--- src/rtl/boc_pkg.sv ---
// Package: widths, codes, payload types and the baseline helper of the occupancy counter.
`default_nettype none

package boc_pkg;

  localparam int unsigned AVG_DEPTH = 10;
  localparam int unsigned RANGE_W   = 13;
  localparam int unsigned STATUS_W  = 8;
  localparam int unsigned COUNT_W   = 16;
  localparam int unsigned MARGIN_W  = 10;
  localparam int unsigned WIN_W     = 4;
  localparam int unsigned CFG_IDX_W = 2;
  localparam int unsigned SLOT_W    = $clog2(AVG_DEPTH);
  localparam int unsigned ADDR_W    = SLOT_W + 1;
  localparam int unsigned SUM_W     = $clog2(AVG_DEPTH * ((2 ** RANGE_W) - 1) + 1);

  // floor(sum / AVG_DEPTH) by a rounded-up reciprocal, exact over the sum range
  localparam int unsigned AVG_SHIFT = 24;
  localparam int unsigned RECIP     = ((2 ** AVG_SHIFT) + AVG_DEPTH - 1) / AVG_DEPTH;
  localparam int unsigned RECIP_W   = AVG_SHIFT + 1;
  localparam int unsigned PROD_W    = SUM_W + RECIP_W;

  localparam logic [STATUS_W-1:0] STATUS_PHASE_FAIL = STATUS_W'(4);

  localparam logic [CFG_IDX_W-1:0] CFG_SPIKE  = CFG_IDX_W'(0);
  localparam logic [CFG_IDX_W-1:0] CFG_OBJECT = CFG_IDX_W'(1);
  localparam logic [CFG_IDX_W-1:0] CFG_WINDOW = CFG_IDX_W'(2);

  localparam logic [MARGIN_W-1:0] SPIKE_RST  = MARGIN_W'(10);
  localparam logic [MARGIN_W-1:0] OBJECT_RST = MARGIN_W'(10);
  localparam logic [WIN_W-1:0]    WINDOW_RST = WIN_W'(10);

  typedef enum logic [1:0] {
    PH_IDLE,
    PH_WAIT_RIGHT,
    PH_WAIT_LEFT
  } boc_phase_e;

  typedef enum logic [1:0] {
    EV_NONE,
    EV_ENTERED,
    EV_EXITED,
    EV_EXPIRED
  } boc_event_e;

  typedef struct packed {
    logic                side;
    logic [RANGE_W-1:0]  range_mm;
    logic [STATUS_W-1:0] range_status;
    logic                calibrate;
  } boc_in_t;

  typedef struct packed {
    logic [COUNT_W-1:0] person_count;
    logic [1:0]         event_res;
    logic               detected;
    logic [RANGE_W-1:0] distance_used;
    logic [RANGE_W-1:0] baseline;
  } boc_out_t;

  typedef struct packed {
    logic               push;
    boc_event_e         evt;
    logic [COUNT_W-1:0] count;
  } boc_track_t;

  function automatic logic [RANGE_W-1:0] avg_of(input logic [SUM_W-1:0] sum);
    logic [PROD_W-1:0] prod;
    prod = PROD_W'(sum) * PROD_W'(RECIP);
    return prod[AVG_SHIFT +: RANGE_W];
  endfunction

endpackage

`default_nettype wire

--- src/rtl/boc_ring_mem.sv ---
// Moving-average ring store for both sides, with per-entry valid bits.
`default_nettype none

module boc_ring_mem
  import boc_pkg::*;
(
  input  wire logic               clk_i,
  input  wire logic               rst_ni,
  input  wire logic               rd_en_i,
  input  wire logic [ADDR_W-1:0]  rd_addr_i,
  output logic      [RANGE_W-1:0] rd_data_o,
  input  wire logic               wr_en_i,
  input  wire logic [ADDR_W-1:0]  wr_addr_i,
  input  wire logic [RANGE_W-1:0] wr_data_i
);

  localparam int unsigned DEPTH = 2 ** ADDR_W;

  logic [RANGE_W-1:0] mem_q [DEPTH];
  logic [DEPTH-1:0]   vld_q;
  logic [RANGE_W-1:0] rdata_q;
  logic               rvld_q;

  always_ff @(posedge clk_i) begin
    if (wr_en_i) begin
      mem_q[wr_addr_i] <= wr_data_i;
    end
    if (rd_en_i) begin
      rdata_q <= mem_q[rd_addr_i];
    end
  end

  always_ff @(posedge clk_i or negedge rst_ni) begin
    if (!rst_ni) begin
      vld_q  <= '0;
      rvld_q <= 1'b0;
    end else begin
      if (wr_en_i) begin
        vld_q[wr_addr_i] <= 1'b1;
      end
      if (rd_en_i) begin
        rvld_q <= vld_q[rd_addr_i];
      end
    end
  end

  // unwritten entries read as the reset value, zero
  assign rd_data_o = rvld_q ? rdata_q : '0;

endmodule

`default_nettype wire

--- src/rtl/boc_track.sv ---
// Doorway crossing tracker: window phase, window countdown and occupancy count.
`default_nettype none

module boc_track
  import boc_pkg::*;
(
  input  wire logic             clk_i,
  input  wire logic             rst_ni,
  input  wire logic             commit_i,
  input  wire logic             side_i,
  input  wire logic             calib_i,
  input  wire logic             hit_i,
  input  wire logic [WIN_W-1:0] win_len_i,
  output boc_track_t            track_o
);

  boc_phase_e         phase_q, phase_d, cur;
  logic [WIN_W-1:0]   window_q, window_d, win_dec;
  logic [COUNT_W-1:0] occ_q, occ_d;
  logic               other_side;

  assign cur = (phase_q == PH_WAIT_RIGHT || phase_q == PH_WAIT_LEFT) ? phase_q : PH_IDLE;
  assign other_side = (cur == PH_WAIT_RIGHT && side_i) || (cur == PH_WAIT_LEFT && !side_i);
  assign win_dec = (window_q != '0) ? window_q - 1'b1 : '0;

  always_comb begin
    phase_d  = cur;
    window_d = window_q;
    if (!calib_i) begin
      unique case (cur)
        PH_IDLE: begin
          if (hit_i) begin
            phase_d  = side_i ? PH_WAIT_LEFT : PH_WAIT_RIGHT;
            window_d = (win_len_i == '0) ? WIN_W'(1) : win_len_i;
          end
        end
        default: begin
          if (other_side) begin
            if (hit_i) begin
              phase_d  = PH_IDLE;
              window_d = '0;
            end else begin
              window_d = win_dec;
              if (win_dec == '0) begin
                phase_d = PH_IDLE;
              end
            end
          end
        end
      endcase
    end
  end

  always_comb begin
    track_o.push = calib_i || (cur == PH_IDLE && !hit_i);
    track_o.evt  = EV_NONE;
    occ_d        = occ_q;
    if (!calib_i && other_side) begin
      if (hit_i) begin
        if (cur == PH_WAIT_RIGHT) begin
          track_o.evt = EV_EXITED;
          if (occ_q != '0) begin
            occ_d = occ_q - 1'b1;
          end
        end else begin
          track_o.evt = EV_ENTERED;
          if (occ_q != '1) begin
            occ_d = occ_q + 1'b1;
          end
        end
      end else if (win_dec == '0) begin
        track_o.evt = EV_EXPIRED;
      end
    end
    track_o.count = occ_d;
  end

  always_ff @(posedge clk_i or negedge rst_ni) begin
    if (!rst_ni) begin
      phase_q  <= PH_IDLE;
      window_q <= '0;
      occ_q    <= '0;
    end else if (commit_i) begin
      phase_q  <= phase_d;
      window_q <= window_d;
      occ_q    <= occ_d;
    end
  end

  a_event_needs_window : assert property (@(posedge clk_i) disable iff (!rst_ni)
    commit_i && track_o.evt != EV_NONE |-> phase_q != PH_IDLE)
    else $error("crossing event without an open window");

  a_push_no_event : assert property (@(posedge clk_i) disable iff (!rst_ni)
    commit_i && track_o.push |-> track_o.evt == EV_NONE)
    else $error("average update together with a crossing event");

  a_count_on_commit : assert property (@(posedge clk_i) disable iff (!rst_ni)
    occ_q != $past(occ_q) |-> $past(commit_i) && $past(track_o.evt == EV_ENTERED ||
                                                       track_o.evt == EV_EXITED))
    else $error("occupancy moved without a crossing");

endmodule

`default_nettype wire

--- src/rtl/bidirectional_occupancy_counter_unit.sv ---
// Top level of the bidirectional occupancy counter: config, pipeline and sums.
//
//   channel  direction  handshake                payload
//   in       input      in_valid_i/in_ready_o    in_data_i  (boc_in_t)
//   out      output     out_valid_o/out_ready_i  out_data_o (boc_out_t)
//   cfg      input      cfg_valid_i/cfg_ready_o  cfg_index_i, cfg_data_i
//
// One item at a time: the ring entry is read on the accept beat and written
// back with the new sum and slot on the commit beat, if the tracker pushes.
// A result passes the item, post and output registers; the baseline divide is
// a reciprocal multiply on the registered post sum, ahead of the output register.
// Reset leaves all ring entries reading as zero through valid bits; no sweep.
// A stalled output holds one result, one more in the stage behind it and a
// third in the read stage, which keeps in_ready_o low.
`default_nettype none

module bidirectional_occupancy_counter_unit
  import boc_pkg::*;
(
  input  wire logic                 clk_i,
  input  wire logic                 rst_ni,
  input  wire logic                 in_valid_i,
  output logic                      in_ready_o,
  input  wire boc_in_t              in_data_i,
  output logic                      out_valid_o,
  input  wire logic                 out_ready_i,
  output boc_out_t                  out_data_o,
  input  wire logic                 cfg_valid_i,
  output logic                      cfg_ready_o,
  input  wire logic [CFG_IDX_W-1:0] cfg_index_i,
  input  wire logic [MARGIN_W-1:0]  cfg_data_i
);

  logic [MARGIN_W-1:0] spike_q, object_q;
  logic [WIN_W-1:0]    window_q;

  logic [SUM_W-1:0]  sum_l_q, sum_r_q, sum_a, sum_cur, sum_new, post_sum_q;
  logic [SLOT_W-1:0] slot_l_q, slot_r_q, slot_a, slot_cur, slot_next;

  logic               a_q, p_q, out_valid_q;
  boc_in_t            item_q;
  logic [RANGE_W-1:0] base_q;
  boc_out_t           post_q, out_q, post_res;

  logic               accept, b_fire, out_load;
  logic [RANGE_W-1:0] old_val, used;
  logic [RANGE_W:0]   spike_lim;
  logic               hit;
  boc_track_t         track;

  assign cfg_ready_o = 1'b1;

  always_ff @(posedge clk_i or negedge rst_ni) begin
    if (!rst_ni) begin
      spike_q  <= SPIKE_RST;
      object_q <= OBJECT_RST;
      window_q <= WINDOW_RST;
    end else if (cfg_valid_i) begin
      unique case (cfg_index_i)
        CFG_SPIKE:  spike_q  <= cfg_data_i;
        CFG_OBJECT: object_q <= cfg_data_i;
        CFG_WINDOW: window_q <= cfg_data_i[WIN_W-1:0];
        default: ;
      endcase
    end
  end

  assign out_load   = p_q && (!out_valid_q || out_ready_i);
  assign b_fire     = a_q && (!p_q || out_load);
  assign in_ready_o = !a_q;
  assign accept     = in_valid_i && in_ready_o;

  assign sum_a    = in_data_i.side ? sum_r_q : sum_l_q;
  assign slot_a   = in_data_i.side ? slot_r_q : slot_l_q;
  assign sum_cur  = item_q.side ? sum_r_q : sum_l_q;
  assign slot_cur = item_q.side ? slot_r_q : slot_l_q;

  boc_ring_mem u_ring (
    .clk_i     (clk_i),
    .rst_ni    (rst_ni),
    .rd_en_i   (accept),
    .rd_addr_i ({in_data_i.side, slot_a}),
    .rd_data_o (old_val),
    .wr_en_i   (b_fire && track.push),
    .wr_addr_i ({item_q.side, slot_cur}),
    .wr_data_i (used)
  );

  always_ff @(posedge clk_i) begin
    if (accept) begin
      item_q <= in_data_i;
      base_q <= avg_of(sum_a);
    end
  end

  // reading clean-up and detection
  assign spike_lim = {1'b0, base_q} + (RANGE_W + 1)'(spike_q);

  always_comb begin
    used = item_q.range_mm;
    if (item_q.range_status == STATUS_PHASE_FAIL) begin
      used = base_q;
    end else if (!item_q.calibrate && {1'b0, item_q.range_mm} >= spike_lim) begin
      used = base_q;
    end
  end

  assign hit = !item_q.calibrate && (RANGE_W'(object_q) <= base_q) &&
               (used <= base_q - RANGE_W'(object_q));

  assign sum_new   = sum_cur - SUM_W'(old_val) + SUM_W'(used);
  assign slot_next = (slot_cur == SLOT_W'(AVG_DEPTH - 1)) ? '0 : slot_cur + 1'b1;

  boc_track u_track (
    .clk_i     (clk_i),
    .rst_ni    (rst_ni),
    .commit_i  (b_fire),
    .side_i    (item_q.side),
    .calib_i   (item_q.calibrate),
    .hit_i     (hit),
    .win_len_i (window_q),
    .track_o   (track)
  );

  always_ff @(posedge clk_i or negedge rst_ni) begin
    if (!rst_ni) begin
      a_q         <= 1'b0;
      p_q         <= 1'b0;
      out_valid_q <= 1'b0;
      sum_l_q     <= '0;
      sum_r_q     <= '0;
      slot_l_q    <= '0;
      slot_r_q    <= '0;
    end else begin
      if (accept) begin
        a_q <= 1'b1;
      end else if (b_fire) begin
        a_q <= 1'b0;
      end
      if (b_fire) begin
        p_q <= 1'b1;
      end else if (out_load) begin
        p_q <= 1'b0;
      end
      if (out_load) begin
        out_valid_q <= 1'b1;
      end else if (out_ready_i) begin
        out_valid_q <= 1'b0;
      end
      if (b_fire && track.push) begin
        if (item_q.side) begin
          sum_r_q  <= sum_new;
          slot_r_q <= slot_next;
        end else begin
          sum_l_q  <= sum_new;
          slot_l_q <= slot_next;
        end
      end
    end
  end

  always_comb begin
    post_res          = post_q;
    post_res.baseline = avg_of(post_sum_q);
  end

  always_ff @(posedge clk_i) begin
    if (b_fire) begin
      post_q.person_count  <= track.count;
      post_q.event_res     <= track.evt;
      post_q.detected      <= hit;
      post_q.distance_used <= used;
      post_q.baseline      <= '0;
      post_sum_q           <= track.push ? sum_new : sum_cur;
    end
    if (out_load) begin
      out_q <= post_res;
    end
  end

  assign out_valid_o = out_valid_q;
  assign out_data_o  = out_q;

  a_no_ring_clash : assert property (@(posedge clk_i) disable iff (!rst_ni)
    accept |-> !b_fire)
    else $error("ring read and write-back in the same cycle");

  a_commit_fills_post : assert property (@(posedge clk_i) disable iff (!rst_ni)
    b_fire |=> p_q)
    else $error("committed beat lost before the output stage");

  a_post_holds : assert property (@(posedge clk_i) disable iff (!rst_ni)
    p_q && !out_load |=> p_q && $stable(post_sum_q))
    else $error("stalled result changed in the output stage");

endmodule

`default_nettype wire
--- config.mk ---
export PLATFORM = sky130hd
export DESIGN_NAME = bidirectional_occupancy_counter_unit
export DESIGN_NICKNAME = d
export VERILOG_FILES = /design/src/rtl/boc_pkg.sv /design/src/rtl/boc_ring_mem.sv /design/src/rtl/boc_track.sv /design/src/rtl/bidirectional_occupancy_counter_unit.sv
export SDC_FILE = /design/constraint.sdc
export NUM_CORES = 2
export LEC_CHECK = 0
export ABC_AREA = 1
export ABC_CLOCK_PERIOD_IN_PS = 13600
export BUFFER_PORTS_ARGS = -buffer_cell sky130_fd_sc_hd__buf_4
export CORE_ASPECT_RATIO = 0.6
export CORE_MARGIN = 3
export CORE_UTILIZATION = 45
export CTS_CLUSTER_SIZE = 16
export DETAILED_ROUTE_END_ITERATION = 8
export GPL_ROUTABILITY_DRIVEN = 0
export GPL_TIMING_DRIVEN = 0
export MAX_ROUTING_LAYER = met4
export SYNTH_ARGS = -nofsm -noshare
export SYNTH_HDL_FRONTEND = slang
export SYNTH_HIERARCHICAL = 1
export SYNTH_SLANG_ARGS = --single-unit
--- constraint.sdc ---
create_clock -name clk_i -period 13.6 [get_ports clk_i]
set_input_delay 0 -clock clk_i [delete_from_list [all_inputs] [get_ports clk_i]]
set_output_delay 0 -clock clk_i [all_outputs]
set_load 0.01 [all_outputs]
==> summary.txt <==
Status
  • Status: finished, final reports clean

Global route
  • Initial antenna violation count: 3
  • First-pass GRT wire length: 181700 um
  • Largest net degree at the start of global routing: 69
  • GR Overflow Total: 0
  • Vias in the first global route: 29200
  • GRT Total Usage: 26.17%

Clocking
  • CTS Buffer Depth: 3
  • Clock transition at the registers of the reported paths: 60 ps
  • TritonCTS clock tree: built
  • Number of post-CTS setup repair buffers: 0
  • Worst skew pair latency: 680 ps
  • Root Driver: clkbuf_16
  • CTS buffer count: 68
  • Num Clock Sinks: 683
  • CTS H-tree lvls: 3

Die
  • # IOs: 88
  • Initial Utilization: 45.78%
  • Die height: 240.9 um
  • Die X: 397.5 um
  • Core Box Area: 0.09040 mm2
  • Row count: 85
  • Die area: 0.09577 mm2

Flow run
  • Max_cap viols: 0

Min path
  • Hold endpoint: item_q[3]
  • Hold Crit Start: in_data_i[3]
  • Class of the worst hold path: primary input to register
  • Worst hold stages: 2

Synth
  • Most common cell in the synthesized netlist: nand2_1
  • Sequential share of the synthesized area: 48.07%
  • Synth area leader: edfxtp_1
  • EDFF count, synth: 559
  • Distinct cells, synth: 56
  • Synth top area cells: edfxtp_1 41%, nand2_1 9.7%, ha_1 9.7%
  • Ys flop type: edfxtp_1
  • Synthesized area per cell: 9.679 um2
  • Synth top area share: 40.56%
  • Syn Nets: 4815
  • Cell count after synthesis: 4276
  • Synth Cell Area: 0.04139 mm2
  • Ys async rst share: 18.16%
  • Seq cells post-synth: 683
  • Ys Warns: 6
  • Commonest cells post-synth: 1068 x nand2_1, 559 x edfxtp_1, 550 x inv_1

Layout
  • Layout cell share with drive strength beyond 1: 8.939%
  • Area of the multi-input gates: 0.01876 mm2
  • Register area: 0.01990 mm2
  • Nets: 5037
  • Filler Cell Count: 8272
  • Layout area overhead: 12.69%

Placement
  • I/O Buffers: 86
  • Post-DP HPWL: 91230 um

STA
  • Final setup viols: 0
  • Fin Setup TNS: 0 ps
  • Final Hold Viols: 0
  • Worst rel slew slack: 4.068%
  • Final Cycle Share: 66.96%
  • RSZ-0062 raised after global routing: no
  • Final min period: 9107 ps
  • Fmax: 109.8 MHz
  • Fin. max-slew vios: 0
  • Clk_skew: 40.75 ps
  • Worst Max-Slew Pin Slew: 1434 ps

Critical path
  • Crit-path max cell delay: 1250 ps
  • CP max stage cell: nor2_1
  • R2R Setup Slk: 4490 ps
  • Worst path arrival time: 9390 ps
  • WP data required: 13880 ps
  • Nature of the critical path endpoint: register
  • Worst setup SP type: register
  • CP Max Fanout: 34
  • R2r endpoint: u_ring/mem_q[17][7]
  • FF-to-FF Start: base_q[4]
  • R2R depth: 33
  • Most frequent CP cell: nand2_1
  • Setup CP Type: register to register

Drt
  • Vias: 31280
  • WL final: 120600 um
  • Vias/cell: 5.416
  • Antenna Nets Post-Route: 0
  • Met1 Wirelength: 60290 um
  • Detail Route met3 WL: 15750 um
  • 1st-iter DRT viols: 3382
  • DR top layer: met4
  • Met2 wire len: 43000 um
  • Pre-antenna DRT Iters: 5
  • Residual DRC: 0
  • Avg WL per Cell: 20.88 um
[how the worst max path moves through the flow]
stage,start,endpoint,slack [ps],depth (start not counted)
after detailed placement,base_q[0],u_ring/mem_q[20][6],4440,31
after CTS,base_q[0],u_ring/mem_q[20][11],4460,31
after floorplan,spike_q[3],u_ring/mem_q[11][0],7190,35
final,base_q[4],u_ring/mem_q[17][7],4490,33
after global placement,base_q[0],u_ring/mem_q[0][0],3980,31
after global routing,base_q[2],u_ring/mem_q[17][8],3950,35
[logic make-up after synthesis]
family / Yosys count / share of synthesized area [%]
and+or+nand+nor: 1890 / 19.49
buffers and inverters: 691 / 6.841
DFF: 683 / 48.07
adders and majority gates: 499 / 18.33
AOI/OAI and AO/OA: 454 / 6.019
xor gates and xnor gates: 57 / 1.206
other: 1 / 0.009060
muxes: 1 / 0.02721
[routing by layer]
metal  vias to the layer above  GRT usage [%]
li1                      14680              -
met1                     15070          41.63
met2                      1413          31.08
met3                       112          9.585
met4                         0          3.969
met5                         -              -
[placed cells by master, fill, tap and decap left out, types with 11 or more instances in the layout]
master / Yosys / final
dlygate4sd3_1: 0 / 47
xnor2_1: 16 / 16
nand2_1: 1068 / 1055
fa_1: 179 / 179
or2_2: 42 / 42
clkbuf_16: 0 / 70
clkinv_1: 1 / 14
o21bai_1: 11 / 11
clkbuf_1: 48 / 66
a21oi_1: 179 / 178
ha_1: 320 / 320
o31ai_1: 14 / 14
nor2_1: 228 / 208
a31oi_1: 19 / 19
nand4_1: 24 / 24
buf_2: 45 / 45
buf_4: 15 / 103
dfrtp_1: 118 / 118
buf_6: 16 / 19
nand3_1: 446 / 446
buf_1: 11 / 11
nor2_2: 7 / 26
nand2_2: 19 / 32
edfxtp_1: 559 / 559
xor2_1: 41 / 41
o21ai_0: 185 / 185
inv_1: 550 / 549
nor3_1: 25 / 25
[flip-flops by register name, summed over array words and instances (netlist names), 2 cells and up]
signal / cells
u_ring/mem_q: 416
out_data_o: 45
post_q: 32
u_ring/vld_q: 32
item_q: 23
post_sum_q: 17
sum_l_q: 17
sum_r_q: 17
u_track/occ_q: 16
base_q: 13
u_ring/rdata_q: 13
object_q: 10
spike_q: 10
slot_l_q: 4
slot_r_q: 4
u_track/window_q: 4
window_q: 4
u_track/phase_q: 2
[layout make-up]
cell class | instances | area share, %
multi-input cells | 2902 | 40.22
inverters | 556 | 4.485
well taps | 1218 | 3.267
clock buffers | 92 | 4.019
diodes | 4 | 0.02146
clock inverters | 33 | 0.6385
flip-flops and latches | 683 | 42.66
repair buffers | 152 | 3.104
plain buffers | 135 | 1.585
[through the flow]
stage          hold WS [ps]  std cells  utilization, %  worst slack [ps]  area (um2)
2_1_floorplan        -295.6       4276               -              7188       41390
3_3_place_gp          178.6       5580           48.18              3981       43560
3_5_place_dp          3.402       5598           48.60              4441       43940
4_1_cts               20.78       5771           51.56              4459       46610
5_1_grt               38.10       5772           51.59              3945       46630
6_report              59.11       5775           51.59              4493       46640
[timing repair]
| item | in CTS | in global routing |
|---|---|---|
| hold buffers | 48 | 0 |
| gates resized for setup | 0 | 0 |
| hold endpoints to repair | 174 | 0 |
[worst max-delay path: cells and delay by family (launching register included)]
family | cells | cell delay, ps
and+or+nand+nor | 20 | 4340
AOI/OAI and AO/OA | 7 | 1950
adders and majority gates | 3 | 1280
DFF | 1 | 550
buffers and inverters | 2 | 450
xor gates and xnor gates | 1 | 140
Power is left out: the tool's default activity adds up to more than one toggle a clock period on the data nets, which glitch-free logic cannot reach.
